$ cat src/rtl/core/sha1_pkg.sv
`default_nettype none

package sha1_pkg;

    localparam int WORD_W     = 32;
    localparam int TDATA_W    = 40;
    localparam int CNT_W      = 3;
    localparam int PTR_W      = 4;
    localparam int ROUND_W    = 7;
    localparam int LEN_W      = 64;
    localparam int NUM_WORDS  = 16;
    localparam int NUM_CHAIN  = 5;

    localparam logic [PTR_W-1:0]   LAST_PTR    = 4'd15;
    localparam logic [PTR_W-1:0]   LEN_HI_PTR  = 4'd14;
    localparam logic [ROUND_W-1:0] LAST_ROUND  = 7'd79;
    localparam logic [CNT_W-1:0]   FULL_BYTES  = 3'd4;
    localparam logic [CNT_W-1:0]   LAST_INDEX  = 3'd4;

    // Round constants
    localparam logic [WORD_W-1:0] K_0 = 32'h5a827999;
    localparam logic [WORD_W-1:0] K_1 = 32'h6ed9eba1;
    localparam logic [WORD_W-1:0] K_2 = 32'h8f1bbcdc;
    localparam logic [WORD_W-1:0] K_3 = 32'hca62c1d6;

    // Padding word holding only the end-of-message marker byte
    localparam logic [WORD_W-1:0] MARK_WORD = 32'h80000000;

    // Initial chaining values
    localparam logic [WORD_W-1:0] H_INIT [NUM_CHAIN] = '{
        32'h67452301, 32'hefcdab89, 32'h98badcfe, 32'h10325476, 32'hc3d2e1f0
    };

    typedef enum logic [3:0] {
        S_IDLE = 4'b0001,
        S_PAD  = 4'b0010,
        S_COMP = 4'b0100,
        S_ADD  = 4'b1000
    } t_state;

    // Source of the word shifted into the block window
    typedef enum logic [2:0] {
        SEL_DATA,
        SEL_DATA_MARK,
        SEL_MARK,
        SEL_ZERO,
        SEL_LEN_HI,
        SEL_LEN_LO,
        SEL_SCHED
    } t_sel;

    // Where to go after a compression
    typedef enum logic [1:0] {
        RET_IDLE,
        RET_PAD,
        RET_DONE
    } t_ret;

    typedef struct packed {
        logic               shift_en;
        t_sel               sel;
        logic               len_add;
        logic               load_vars;
        logic               round_en;
        logic [ROUND_W-1:0] round;
        logic               add_chain;
        logic               finish;
    } t_cmd;

    typedef struct packed {
        logic out_busy;
    } t_stat;

    // Bytes taken from one beat: four unless a short count on the last beat
    function automatic logic [CNT_W-1:0] eff_bytes(input logic [CNT_W-1:0] vb,
                                                   input logic            last);
        logic [CNT_W-1:0] n;
        n = vb;
        if (!last || vb > FULL_BYTES) begin
            n = FULL_BYTES;
        end
        return n;
    endfunction

endpackage

`default_nettype wire

$ cat src/rtl/core/sha1_ctrl.sv
`default_nettype none

module sha1_ctrl (
    input  wire logic                 i_clk,
    input  wire logic                 i_rst_n,
    input  wire logic                 i_in_valid,
    input  wire logic                 i_in_last,
    input  wire logic [2:0]           i_in_vb,
    output logic                      o_in_ready,
    input  wire sha1_pkg::t_stat      i_stat,
    output sha1_pkg::t_cmd            o_cmd
);

    sha1_pkg::t_state r_state, n_state;
    sha1_pkg::t_ret   r_ret, n_ret;
    logic [sha1_pkg::PTR_W-1:0]   r_ptr, n_ptr;
    logic [sha1_pkg::ROUND_W-1:0] r_round, n_round;
    logic r_mark, n_mark;
    logic r_len_hi, n_len_hi;

    logic accept;
    logic partial;

    assign o_in_ready = (r_state == sha1_pkg::S_IDLE);
    assign accept     = i_in_valid && o_in_ready;
    assign partial    = i_in_last &&
                        (sha1_pkg::eff_bytes(i_in_vb, i_in_last) != sha1_pkg::FULL_BYTES);

    // Next state and datapath commands
    always_comb begin
        n_state  = r_state;
        n_ret    = r_ret;
        n_ptr    = r_ptr;
        n_round  = r_round;
        n_mark   = r_mark;
        n_len_hi = r_len_hi;

        o_cmd.shift_en  = 1'b0;
        o_cmd.sel       = sha1_pkg::SEL_ZERO;
        o_cmd.len_add   = 1'b0;
        o_cmd.load_vars = 1'b0;
        o_cmd.round_en  = 1'b0;
        o_cmd.round     = r_round;
        o_cmd.add_chain = 1'b0;
        o_cmd.finish    = 1'b0;

        unique case (r_state)
            sha1_pkg::S_IDLE: begin
                if (accept) begin
                    o_cmd.shift_en = 1'b1;
                    o_cmd.len_add  = 1'b1;
                    o_cmd.sel      = partial ? sha1_pkg::SEL_DATA_MARK : sha1_pkg::SEL_DATA;
                    n_ptr          = r_ptr + 1'b1;
                    n_mark         = partial;
                    n_len_hi       = 1'b0;
                    if (r_ptr == sha1_pkg::LAST_PTR) begin
                        o_cmd.load_vars = 1'b1;
                        n_round         = '0;
                        n_state         = sha1_pkg::S_COMP;
                        n_ret           = i_in_last ? sha1_pkg::RET_PAD : sha1_pkg::RET_IDLE;
                    end else if (i_in_last) begin
                        n_state = sha1_pkg::S_PAD;
                    end
                end
            end
            sha1_pkg::S_PAD: begin
                // One padding word per cycle
                o_cmd.shift_en = 1'b1;
                n_ptr          = r_ptr + 1'b1;
                if (!r_mark) begin
                    o_cmd.sel = sha1_pkg::SEL_MARK;
                    n_mark    = 1'b1;
                    if (r_ptr == sha1_pkg::LAST_PTR) begin
                        o_cmd.load_vars = 1'b1;
                        n_round         = '0;
                        n_state         = sha1_pkg::S_COMP;
                        n_ret           = sha1_pkg::RET_PAD;
                    end
                end else if (r_ptr == sha1_pkg::LEN_HI_PTR) begin
                    o_cmd.sel = sha1_pkg::SEL_LEN_HI;
                    n_len_hi  = 1'b1;
                end else if (r_ptr == sha1_pkg::LAST_PTR) begin
                    o_cmd.sel       = r_len_hi ? sha1_pkg::SEL_LEN_LO : sha1_pkg::SEL_ZERO;
                    o_cmd.load_vars = 1'b1;
                    n_round         = '0;
                    n_state         = sha1_pkg::S_COMP;
                    n_ret           = r_len_hi ? sha1_pkg::RET_DONE : sha1_pkg::RET_PAD;
                end else begin
                    o_cmd.sel = sha1_pkg::SEL_ZERO;
                end
            end
            sha1_pkg::S_COMP: begin
                // One round per cycle, schedule word rolls through the window
                o_cmd.round_en = 1'b1;
                o_cmd.shift_en = 1'b1;
                o_cmd.sel      = sha1_pkg::SEL_SCHED;
                n_round        = r_round + 1'b1;
                if (r_round == sha1_pkg::LAST_ROUND) begin
                    n_round = '0;
                    n_state = sha1_pkg::S_ADD;
                end
            end
            sha1_pkg::S_ADD: begin
                if (r_ret == sha1_pkg::RET_DONE) begin
                    // Hold until the previous digest has left
                    if (!i_stat.out_busy) begin
                        o_cmd.finish = 1'b1;
                        n_mark       = 1'b0;
                        n_len_hi     = 1'b0;
                        n_state      = sha1_pkg::S_IDLE;
                    end
                end else begin
                    o_cmd.add_chain = 1'b1;
                    n_state = (r_ret == sha1_pkg::RET_PAD) ? sha1_pkg::S_PAD
                                                           : sha1_pkg::S_IDLE;
                end
            end
            default: begin
                n_state = sha1_pkg::S_IDLE;
            end
        endcase
    end

    always_ff @(posedge i_clk) begin
        if (!i_rst_n) begin
            r_state  <= sha1_pkg::S_IDLE;
            r_ret    <= sha1_pkg::RET_IDLE;
            r_ptr    <= '0;
            r_round  <= '0;
            r_mark   <= 1'b0;
            r_len_hi <= 1'b0;
        end else begin
            r_state  <= n_state;
            r_ret    <= n_ret;
            r_ptr    <= n_ptr;
            r_round  <= n_round;
            r_mark   <= n_mark;
            r_len_hi <= n_len_hi;
        end
    end

endmodule

`default_nettype wire

$ cat src/rtl/core/sha1_dpath.sv
`default_nettype none

module sha1_dpath (
    input  wire logic                         i_clk,
    input  wire logic                         i_rst_n,
    input  wire sha1_pkg::t_cmd               i_cmd,
    output sha1_pkg::t_stat                   o_stat,
    input  wire logic [sha1_pkg::WORD_W-1:0]  i_data,
    input  wire logic [2:0]                   i_vb,
    input  wire logic                         i_last,
    output logic                              o_out_valid,
    input  wire logic                         i_out_ready,
    output logic [sha1_pkg::WORD_W-1:0]       o_out_word,
    output logic [2:0]                        o_out_index,
    output logic                              o_out_last
);

    localparam int W = sha1_pkg::WORD_W;

    logic [W-1:0] r_w [sha1_pkg::NUM_WORDS];
    logic [W-1:0] r_h [sha1_pkg::NUM_CHAIN];
    logic [W-1:0] r_dig [sha1_pkg::NUM_CHAIN];
    logic [W-1:0] r_a, r_b, r_c, r_d, r_e;
    logic [sha1_pkg::LEN_W-1:0] r_len;
    logic         r_out_valid;
    logic [2:0]   r_out_idx;

    logic [2:0]   eff;
    logic [W-1:0] marked_word;
    logic [W-1:0] sched_x;
    logic [W-1:0] w_round;
    logic [W-1:0] f_val, k_val, t_val;
    logic [W-1:0] shift_word;

    assign eff = sha1_pkg::eff_bytes(i_vb, i_last);

    // Keep leading bytes of a short final beat and append the marker byte
    always_comb begin
        case (eff)
            3'd0:    marked_word = sha1_pkg::MARK_WORD;
            3'd1:    marked_word = {i_data[31:24], 24'h800000};
            3'd2:    marked_word = {i_data[31:16], 16'h8000};
            3'd3:    marked_word = {i_data[31:8], 8'h80};
            default: marked_word = i_data;
        endcase
    end

    // Message schedule word for this round
    assign sched_x = r_w[13] ^ r_w[8] ^ r_w[2] ^ r_w[0];
    assign w_round = (i_cmd.round < 7'd16) ? r_w[0] : {sched_x[W-2:0], sched_x[W-1]};

    // Round function and constant
    always_comb begin
        if (i_cmd.round < 7'd20) begin
            f_val = (r_b & r_c) | (~r_b & r_d);
            k_val = sha1_pkg::K_0;
        end else if (i_cmd.round < 7'd40) begin
            f_val = r_b ^ r_c ^ r_d;
            k_val = sha1_pkg::K_1;
        end else if (i_cmd.round < 7'd60) begin
            f_val = (r_b & r_c) | (r_b & r_d) | (r_c & r_d);
            k_val = sha1_pkg::K_2;
        end else begin
            f_val = r_b ^ r_c ^ r_d;
            k_val = sha1_pkg::K_3;
        end
    end

    assign t_val = {r_a[W-6:0], r_a[W-1:W-5]} + f_val + r_e + w_round + k_val;

    // Word entering the block window
    always_comb begin
        case (i_cmd.sel)
            sha1_pkg::SEL_DATA:      shift_word = i_data;
            sha1_pkg::SEL_DATA_MARK: shift_word = marked_word;
            sha1_pkg::SEL_MARK:      shift_word = sha1_pkg::MARK_WORD;
            sha1_pkg::SEL_LEN_HI:    shift_word = r_len[sha1_pkg::LEN_W-1:W];
            sha1_pkg::SEL_LEN_LO:    shift_word = r_len[W-1:0];
            sha1_pkg::SEL_SCHED:     shift_word = w_round;
            default:                 shift_word = '0;
        endcase
    end

    // Block window: words enter at the top and move down
    always_ff @(posedge i_clk) begin
        if (i_cmd.shift_en) begin
            for (int i = 0; i < sha1_pkg::NUM_WORDS - 1; i++) begin
                r_w[i] <= r_w[i+1];
            end
            r_w[sha1_pkg::NUM_WORDS-1] <= shift_word;
        end
    end

    // Working variables
    always_ff @(posedge i_clk) begin
        if (!i_rst_n) begin
            r_a <= '0;
            r_b <= '0;
            r_c <= '0;
            r_d <= '0;
            r_e <= '0;
        end else if (i_cmd.load_vars) begin
            r_a <= r_h[0];
            r_b <= r_h[1];
            r_c <= r_h[2];
            r_d <= r_h[3];
            r_e <= r_h[4];
        end else if (i_cmd.round_en) begin
            r_a <= t_val;
            r_b <= r_a;
            r_c <= {r_b[1:0], r_b[W-1:2]};
            r_d <= r_c;
            r_e <= r_d;
        end
    end

    // Chaining words and message length
    always_ff @(posedge i_clk) begin
        if (!i_rst_n) begin
            for (int i = 0; i < sha1_pkg::NUM_CHAIN; i++) begin
                r_h[i] <= sha1_pkg::H_INIT[i];
            end
            r_len <= '0;
        end else begin
            if (i_cmd.finish) begin
                for (int i = 0; i < sha1_pkg::NUM_CHAIN; i++) begin
                    r_h[i] <= sha1_pkg::H_INIT[i];
                end
            end else if (i_cmd.add_chain) begin
                r_h[0] <= r_h[0] + r_a;
                r_h[1] <= r_h[1] + r_b;
                r_h[2] <= r_h[2] + r_c;
                r_h[3] <= r_h[3] + r_d;
                r_h[4] <= r_h[4] + r_e;
            end
            if (i_cmd.finish) begin
                r_len <= '0;
            end else if (i_cmd.len_add) begin
                r_len <= r_len + {{(sha1_pkg::LEN_W-6){1'b0}}, eff, 3'b000};
            end
        end
    end

    // Digest output buffer: shift one word out per beat
    always_ff @(posedge i_clk) begin
        if (i_cmd.finish) begin
            r_dig[0] <= r_h[0] + r_a;
            r_dig[1] <= r_h[1] + r_b;
            r_dig[2] <= r_h[2] + r_c;
            r_dig[3] <= r_h[3] + r_d;
            r_dig[4] <= r_h[4] + r_e;
        end else if (r_out_valid && i_out_ready) begin
            for (int i = 0; i < sha1_pkg::NUM_CHAIN - 1; i++) begin
                r_dig[i] <= r_dig[i+1];
            end
        end
    end

    always_ff @(posedge i_clk) begin
        if (!i_rst_n) begin
            r_out_valid <= 1'b0;
            r_out_idx   <= '0;
        end else if (i_cmd.finish) begin
            r_out_valid <= 1'b1;
            r_out_idx   <= '0;
        end else if (r_out_valid && i_out_ready) begin
            r_out_idx <= r_out_idx + 1'b1;
            if (r_out_idx == sha1_pkg::LAST_INDEX) begin
                r_out_valid <= 1'b0;
            end
        end
    end

    assign o_stat.out_busy = r_out_valid;
    assign o_out_valid     = r_out_valid;
    assign o_out_word      = r_dig[0];
    assign o_out_index     = r_out_idx;
    assign o_out_last      = (r_out_idx == sha1_pkg::LAST_INDEX);

endmodule

`default_nettype wire

$ cat src/rtl/core/sha1_stream_hasher.sv
`default_nettype none

// SHA-1 hasher for a stream of big-endian 32-bit message words (first byte in
// bits 31:24). Each beat carries four bytes; only the beat marked tlast may
// carry fewer (0 to 3, given in tdata[34:32]), and a tlast beat with zero bytes
// just closes the message. Words are taken one per cycle until sixteen fill a
// block, then input stalls while the single round unit runs the 80 rounds,
// one round per cycle, and then folds the result into the chaining words.
// After the tlast beat the block writes padding and length words one per
// cycle, runs one or two more compressions, and presents the digest as five
// output beats, most significant word first, index in tdata[34:32] and tlast
// on the fifth. A new message may start while the digest is still being
// drained.
module sha1_stream_hasher (
    input  wire logic        i_clk,
    input  wire logic        i_rst_n,
    input  wire logic        s_axis_tvalid,
    output logic             s_axis_tready,
    input  wire logic [39:0] s_axis_tdata,   // data_word[31:0], valid_bytes[34:32], zero
    input  wire logic        s_axis_tlast,
    output logic             m_axis_tvalid,
    input  wire logic        m_axis_tready,
    output logic [39:0]      m_axis_tdata,   // digest_word[31:0], word_index[34:32], zero
    output logic             m_axis_tlast
);

    sha1_pkg::t_cmd  cmd;
    sha1_pkg::t_stat stat;

    logic [sha1_pkg::WORD_W-1:0] out_word;
    logic [2:0]                  out_index;

    sha1_ctrl u_ctrl (
        .i_clk      (i_clk),
        .i_rst_n    (i_rst_n),
        .i_in_valid (s_axis_tvalid),
        .i_in_last  (s_axis_tlast),
        .i_in_vb    (s_axis_tdata[34:32]),
        .o_in_ready (s_axis_tready),
        .i_stat     (stat),
        .o_cmd      (cmd)
    );

    sha1_dpath u_dpath (
        .i_clk       (i_clk),
        .i_rst_n     (i_rst_n),
        .i_cmd       (cmd),
        .o_stat      (stat),
        .i_data      (s_axis_tdata[31:0]),
        .i_vb        (s_axis_tdata[34:32]),
        .i_last      (s_axis_tlast),
        .o_out_valid (m_axis_tvalid),
        .i_out_ready (m_axis_tready),
        .o_out_word  (out_word),
        .o_out_index (out_index),
        .o_out_last  (m_axis_tlast)
    );

    assign m_axis_tdata = {5'b00000, out_index, out_word};

endmodule

`default_nettype wire

$ cat config.mk
export PLATFORM = sky130hd
export DESIGN_NAME = sha1_stream_hasher
export DESIGN_NICKNAME = d
export VERILOG_FILES = /design/src/rtl/core/sha1_pkg.sv /design/src/rtl/core/sha1_ctrl.sv /design/src/rtl/core/sha1_dpath.sv /design/src/rtl/core/sha1_stream_hasher.sv
export SDC_FILE = /design/constraint.sdc
export NUM_CORES = 2
export LEC_CHECK = 0
export BUFFER_PORTS_ARGS = -buffer_cell sky130_fd_sc_hd__buf_2
export CORE_UTILIZATION = 48
export CTS_CLUSTER_DIAMETER = 200
export CTS_CLUSTER_SIZE = 8
export DETAILED_ROUTE_END_ITERATION = 10
export GPL_ROUTABILITY_DRIVEN = 0
export HOLD_SLACK_MARGIN = 0.1
export PLACE_DENSITY = 0.66
export SLEW_MARGIN = 20
export SYNTH_ARGS = -nofsm -noshare
export SYNTH_HDL_FRONTEND = slang
export SYNTH_SLANG_ARGS = --single-unit
$ cat constraint.sdc
create_clock -name i_clk -period 24.7 [get_ports i_clk]
set_clock_uncertainty 0.05 [all_clocks]
set_input_delay 0 -clock i_clk [delete_from_list [all_inputs] [get_ports i_clk]]
set_output_delay 0 -clock i_clk [all_outputs]
set_load 0.05 [all_outputs]
[Yosys cells after proc, flatten, opt, wreduce, memory -nomap -nowiden]
Memories as Yosys holds them, arrays and structs flattened.
Cells that the tools add are included.
Storage, ports and cells
  register bits: 247
  RAM bits: 832
  input bits: 45
  output and inout port bits: 43
  word-level logic and storage cells: 218
  memories kept: 3
Memories
  u_dpath.r_w: depth 16, bits a word 32, rd ports 16, clocked after Yosys merged registers in 0, write ports 16, RTL line sha1_dpath.sv:20  | logic [W-1:0] r_w [sha1_pkg::NUM_WORDS];
  u_dpath.r_dig: depth 5, bits a word 32, rd ports 5, clocked after Yosys merged registers in 0, write ports 5, RTL line sha1_dpath.sv:22  | logic [W-1:0] r_dig [sha1_pkg::NUM_CHAIN];
  u_dpath.r_h: depth 5, bits a word 32, rd ports 5, clocked after Yosys merged registers in 0, write ports 5, RTL line sha1_dpath.sv:21  | logic [W-1:0] r_h [sha1_pkg::NUM_CHAIN];
Operators by class
  add/sub/neg operators: 13
  order comparisons: 5
  equality and inequality tests: 30
  mux-type cells: 104
  bitwise gates (word level): 28
  reductions and logical operators: 21
Operators with widths (count)
  $mux 32: 30
  $add 32x32->32: 9
  $pmux 32 s6: 1
  $xor 32x32->32: 5
  $and 32x32->32: 4
  $pmux 32 s4: 1
  $or 32x32->32: 3
  $add 64x6->64: 1
  $mux 4: 10
  $mux 7: 5
  $mux 1: 33
  $not 32->32: 1
  $mux 31: 1
  $pmux 7 s3: 1
  $mux 2: 9
  $pmux 4 s4: 1
  $mux 3: 5
  $lt 7x5->1 const B: 2
  $lt 7x6->1 const B: 2
  $or 1x1->1: 14
  $eq 3x3->1 const B: 4
  $eq 4x4->1 const B: 3
  $ne 3x3->1 const B: 4
  $pmux 4 s3: 1
  32 further kinds: 51

[Logic depth before layout (Yosys ltp)]
  depth after elaboration: 12
  depth in mapped cells: 25
  gate-level depth less buffers: 23

[Modules after synthesis]
From an unflattened synthesis, not the netlist that was laid out.
Second synthesis, totals
  cell total of the unflattened synthesis: 4589
  area total of the unflattened synthesis: 52903.2 um2
By module, submodules not included
  sha1_dpath: times used 1, cells an instance 4446, area an instance 51672.1 um2
  sha1_ctrl: times used 1, cells an instance 137, area an instance 1189.9 um2
  sha1_stream_hasher: times used 1, cells an instance 6, area an instance 41.3 um2

[Worst setup path before layout]
No wires, ideal clock.
  path type: register to register
  start: reg u_ctrl.r_state[1]
  end: mem u_dpath.r_w[0][0] (netlist name), enable pin
  arrival: 22131 ps
  data required time: 23237 ps
  path slack: 1106 ps
  cell stages (with the launch flop): 5
  path buffers: 0
  clock period less this slack: 23594 ps
  cells stage by stage: dfxtp_1 and2b_1 nand2_2 nor2_1 nor2_1
RTL lines
  from (decl): RTL line sha1_ctrl.sv:14  | sha1_pkg::t_state r_state, n_state;
  from (signal assigned): RTL line sha1_ctrl.sv:126  | r_state <= sha1_pkg::S_IDLE;
  from (signal assigned): RTL line sha1_ctrl.sv:133  | r_state <= n_state;
  to (decl): RTL line sha1_dpath.sv:20

[Worst setup path after layout]
  start: reg u_ctrl.r_round[6] (netlist name)
  end: reg u_dpath.r_a[31]
On the way
  cells in the longest elaborated chain, start to end: 10
Ends and longest elaborated chain
  from (decl): RTL line sha1_ctrl.sv:17  | logic [sha1_pkg::ROUND_W-1:0] r_round, n_round;
  from (signal assigned): RTL line sha1_ctrl.sv:136  | r_round <= n_round;
  $lt 7x6->1: RTL line sha1_dpath.sv:60  | end else if (i_cmd.round < 7'd60) begin
  $mux 32: RTL line sha1_dpath.sv:60
  $mux 32: RTL line sha1_dpath.sv:57  | end else if (i_cmd.round < 7'd40) begin
  $mux 32: RTL line sha1_dpath.sv:54  | if (i_cmd.round < 7'd20) begin
  $add 32x32->32 (3 in series): RTL line sha1_dpath.sv:69  | assign t_val = {r_a[W-6:0], r_a[W-1:W-5]} + f_val + r_e + w_round + k_val;
  $add 32x32->32 *: RTL line sha1_dpath.sv:69
  $mux 32 *: RTL line sha1_dpath.sv:108  | end else if (i_cmd.round_en) begin
  $mux 32 *: RTL line sha1_dpath.sv:102  | end else if (i_cmd.load_vars) begin
  to (signal assigned): RTL line sha1_dpath.sv:103  | r_a <= r_h[0];
  to (signal assigned): RTL line sha1_dpath.sv:109  | r_a <= t_val;
  to (decl): RTL line sha1_dpath.sv:23  | logic [W-1:0] r_a, r_b, r_c, r_d, r_e;
Mark *: on every way between the ends. The rest lies on a longest branch, timed or not. The select of a mux whose other input is x is not followed.
A chain may end at the register's enable or synchronous reset.

==> reports/qor.yml <==
status: "finished, final reports clean"
path_max_fanout: 49
synthAdderAreaFrac_pct: 10.2
multiInputGateArea_mm2: 0.0209
cts-root-buf: "clkbuf_16"
die_y_um: 333
hpwl_um: 94500
cp.required_ns: 25.30
fin_util_pct: 55.0
reg2reg_from: "u_ctrl.r_round[6]$_SDFFE_PN0P_"
place_area_mm2: 0.0541
cap_viol_max_count: 0
syn_area_per_cell_um2: 11.7
layout.nets: 5025
final.min_clock_period_ns: 6.78
drtAntennaViolNets: 0
hold_violations: 0
wl_um: 138000
worst_pin_slew_ns: 1.24
nFillCells: 8964
finalSetupViolCount: 0
drt_iter0_drc: 3579
stdcell_area_mm2: 0.0592
peakVddDrop_uv: 92.9
grt_pass1_vias: 34413
post_drt_via_cell_ratio: 5.85
cts_buffer_depth: 3
synthDistinctLibCells: 93
cts_tree: "done"
synth-main-ff-cell: "edfxtp_1"
cts_repair_resize_count: 0
synthCells: 4493
report.final.slew_viol_count: 0
io_buffers: 77
synth_top_family_by_area: "compound AO/OA/AOI/OAI gates"
numCtsBuffers: 152
dpl_worst_slack_ns: 17.96
core_mm2: 0.108
tns_ns: 0
synth-edff-count: 832
synthArstFlopShare_pct: 0
drive_above_1_share_pct: 7.16
boundaryPins: 88
start_kind: "register"
final_cells: 6151
cpPeakStageDelay_ns: 0.62
synth_xor_area_share_pct: 5.31
setup_slack_ns: 17.92
min_period_over_period_pct: 27.4
cts_max_level: 4
grt_max_degree: 191
cp.arrival_ns: 7.37
synth_compound_area_share_pct: 13.5
max_freq_mhz: 148
clkLatencyLatePin_ns: 0.77
yosysSeqAreaShare_pct: 56.9
grt_pass1_wl_um: 208000
clock-sinks: 1076
yosys.area_share.simple_pct: 10.3
end_kind: "register"
vias: 35977
die_x_um: 333
cp-startpoint: "u_ctrl.r_round[6]$_SDFFE_PN0P_"
dp_cells: 5814
p_per_area_mw_per_mm2: 101
slew_headroom_pct: 17.1
crit_top_cell: "fa_1"
crit_type: "register to register"
grt_setup_unrepaired: "false"
gr-total-overflow: 0
ys_ff_latch: 1076
seqCellArea_mm2: 0.0299
critical_path.cell_chain: "nor3_4 > buf_4 > o21ai_0 > fa_1 > inv_1 > fa_1 > fa_1 > inv_1 > ha_1 > inv_1 > fa_1 > and2b_1 > o2111ai_1 > nand3_1 > nand2_1 > o32a_1 > o31ai_2 > a41oi_1 > nor2b_1 > a221o_1"
drc_errors: 0
dr.pass1.iters: 5
p_total_mw: 5.98
wl_per_cell_um: 22.5
area_delta_synth_final_pct: 12.9
yosysWarnings: 0
dieArea_mm2: 0.111
cpMaxStageDelayCell: "fa_1"
start_util_pct: 48.7
netlist_area_mm2: 0.0525
synthMuxAreaShare_pct: 0.310
grtUsageTotal_pct: 24.7
path_clk_slew_ns: 0.05
hold_path_startpoint: "s_axis_tdata[1]"
hp-class: "input port to register"
p_leak_nw: 22.1
row_count: 120
grt_antenna_before_repair: 4
hold_slack_ns: 0.145
power breakdown:
group	switching, mW	internal (mW)	total (mW)
clock network	0.799	1.17	1.97
logic	0.739	0.389	1.13
registers	0.193	2.69	2.89
cells in the final DEF, fill, tap and decap left out, types with 14 or more instances in the layout:
cell type and instances:
edfxtp_1 832, nand2_1 515, a21oi_1 352, nor2_1 282, dfxtp_1 244, o21ai_0 234
inv_1 229, ha_1 228, xnor2_1 211, a22oi_1 159, clkbuf_16 153, fa_1 125
xor2_1 107, clkbuf_1 105, a21o_1 93, buf_2 77, nand3_1 71, dlygate4sd3_1 62
nor2b_1 59, and3_1 45, nor3_1 39, buf_4 37, nand2b_1 34, and2_1 30
or3_1 24, o21a_1 22, nand4_1 21, o21bai_1 20, a31oi_1 19, a211oi_1 19
o211ai_1 17, o32ai_1 15, a221o_1 14, mux2i_1 14
critical path: cells and delay by family (launching register included):
kind / cells / cell delay [ns]
buffers and inverters: 4 / 0.72
DFF: 1 / 0.43
and+or+nand+nor: 5 / 1.28
AOI/OAI and AO/OA: 6 / 1.98
adders and majority gates: 5 / 2.14
cell type report:
cell class                      count  area share [%]
Clock inverter                     15           0.505
Tap cell                         1403            2.96
Timing Repair Buffer              179            2.25
Multi-Input combinational cell   2986            35.3
Antenna cell                        2         0.00845
Inverter                          232            1.47
Clock buffer                      258            7.13
Sequential cell                  1076            50.4
state kept, by name (all words and copies together) (netlist names), 2 cells and up:
name / cells
u_dpath.r_w: 512
u_dpath.r_dig: 160
u_dpath.r_h: 160
u_dpath.r_len: 61
u_dpath.r_a: 32
u_dpath.r_b: 32
u_dpath.r_c: 32
u_dpath.r_d: 32
u_dpath.r_e: 32
u_ctrl.r_round: 7
u_ctrl.r_ptr: 4
u_ctrl.r_state: 4
u_dpath.o_out_index: 3
u_ctrl.r_ret: 2
synth_stat cells, drive strengths merged, types with 125 or more instances:
cell type	instances	area share, %
o21ai	247	2.4
nor2	285	2.0
fa	125	4.8
a21oi	352	3.4
edfxtp	832	48
inv	231	1.7
nand2	521	3.7
a22oi	159	2.3
xnor2	211	3.5
clkbuf	137	0.98
ha	228	5.4
dfxtp	244	9.3
path summary, 6_finish.rpt:
kind	end	slack [ns]	cells after the start
setup reg to reg	u_dpath.r_a[31]$_SDFFE_PN0P_	17.92	20
setup / recovery	u_dpath.r_a[31]$_SDFFE_PN0P_	17.92	20
hold / removal	u_dpath.r_w[1][225]$_DFFE_PP_	0.14	4
hold reg to reg	u_dpath.r_w[1][74]$_DFFE_PP_	0.33	0
logic make-up after synthesis:
logic type               after synthesis
adder cells (fa/ha/maj)              353
AO/OA/AOI/OAI                       1109
AND/OR/NAND/NOR                     1185
multiplexers                          16
XOR/XNOR                             318
buffers and inverters                435
other                                  1
flip-flops                          1076
repair_timing:
| item | CTS | global route |
|---|---|---|
| hold buffers | 62 | 0 |
| setup buffers | 0 | 0 |
| hold endpoints to repair | 129 | 0 |
per-layer routing:
metal | track usage (%) | share of wire (%) | routed length [um]
met5 | 0 | 0.022 | 30
met2 | 38.4 | 45 | 62900
met4 | 8.96 | 3.2 | 4500
met3 | 4.45 | 7.4 | 10200
met1 | 34.7 | 44 | 60900
Power figures use the tool's default switching activity.
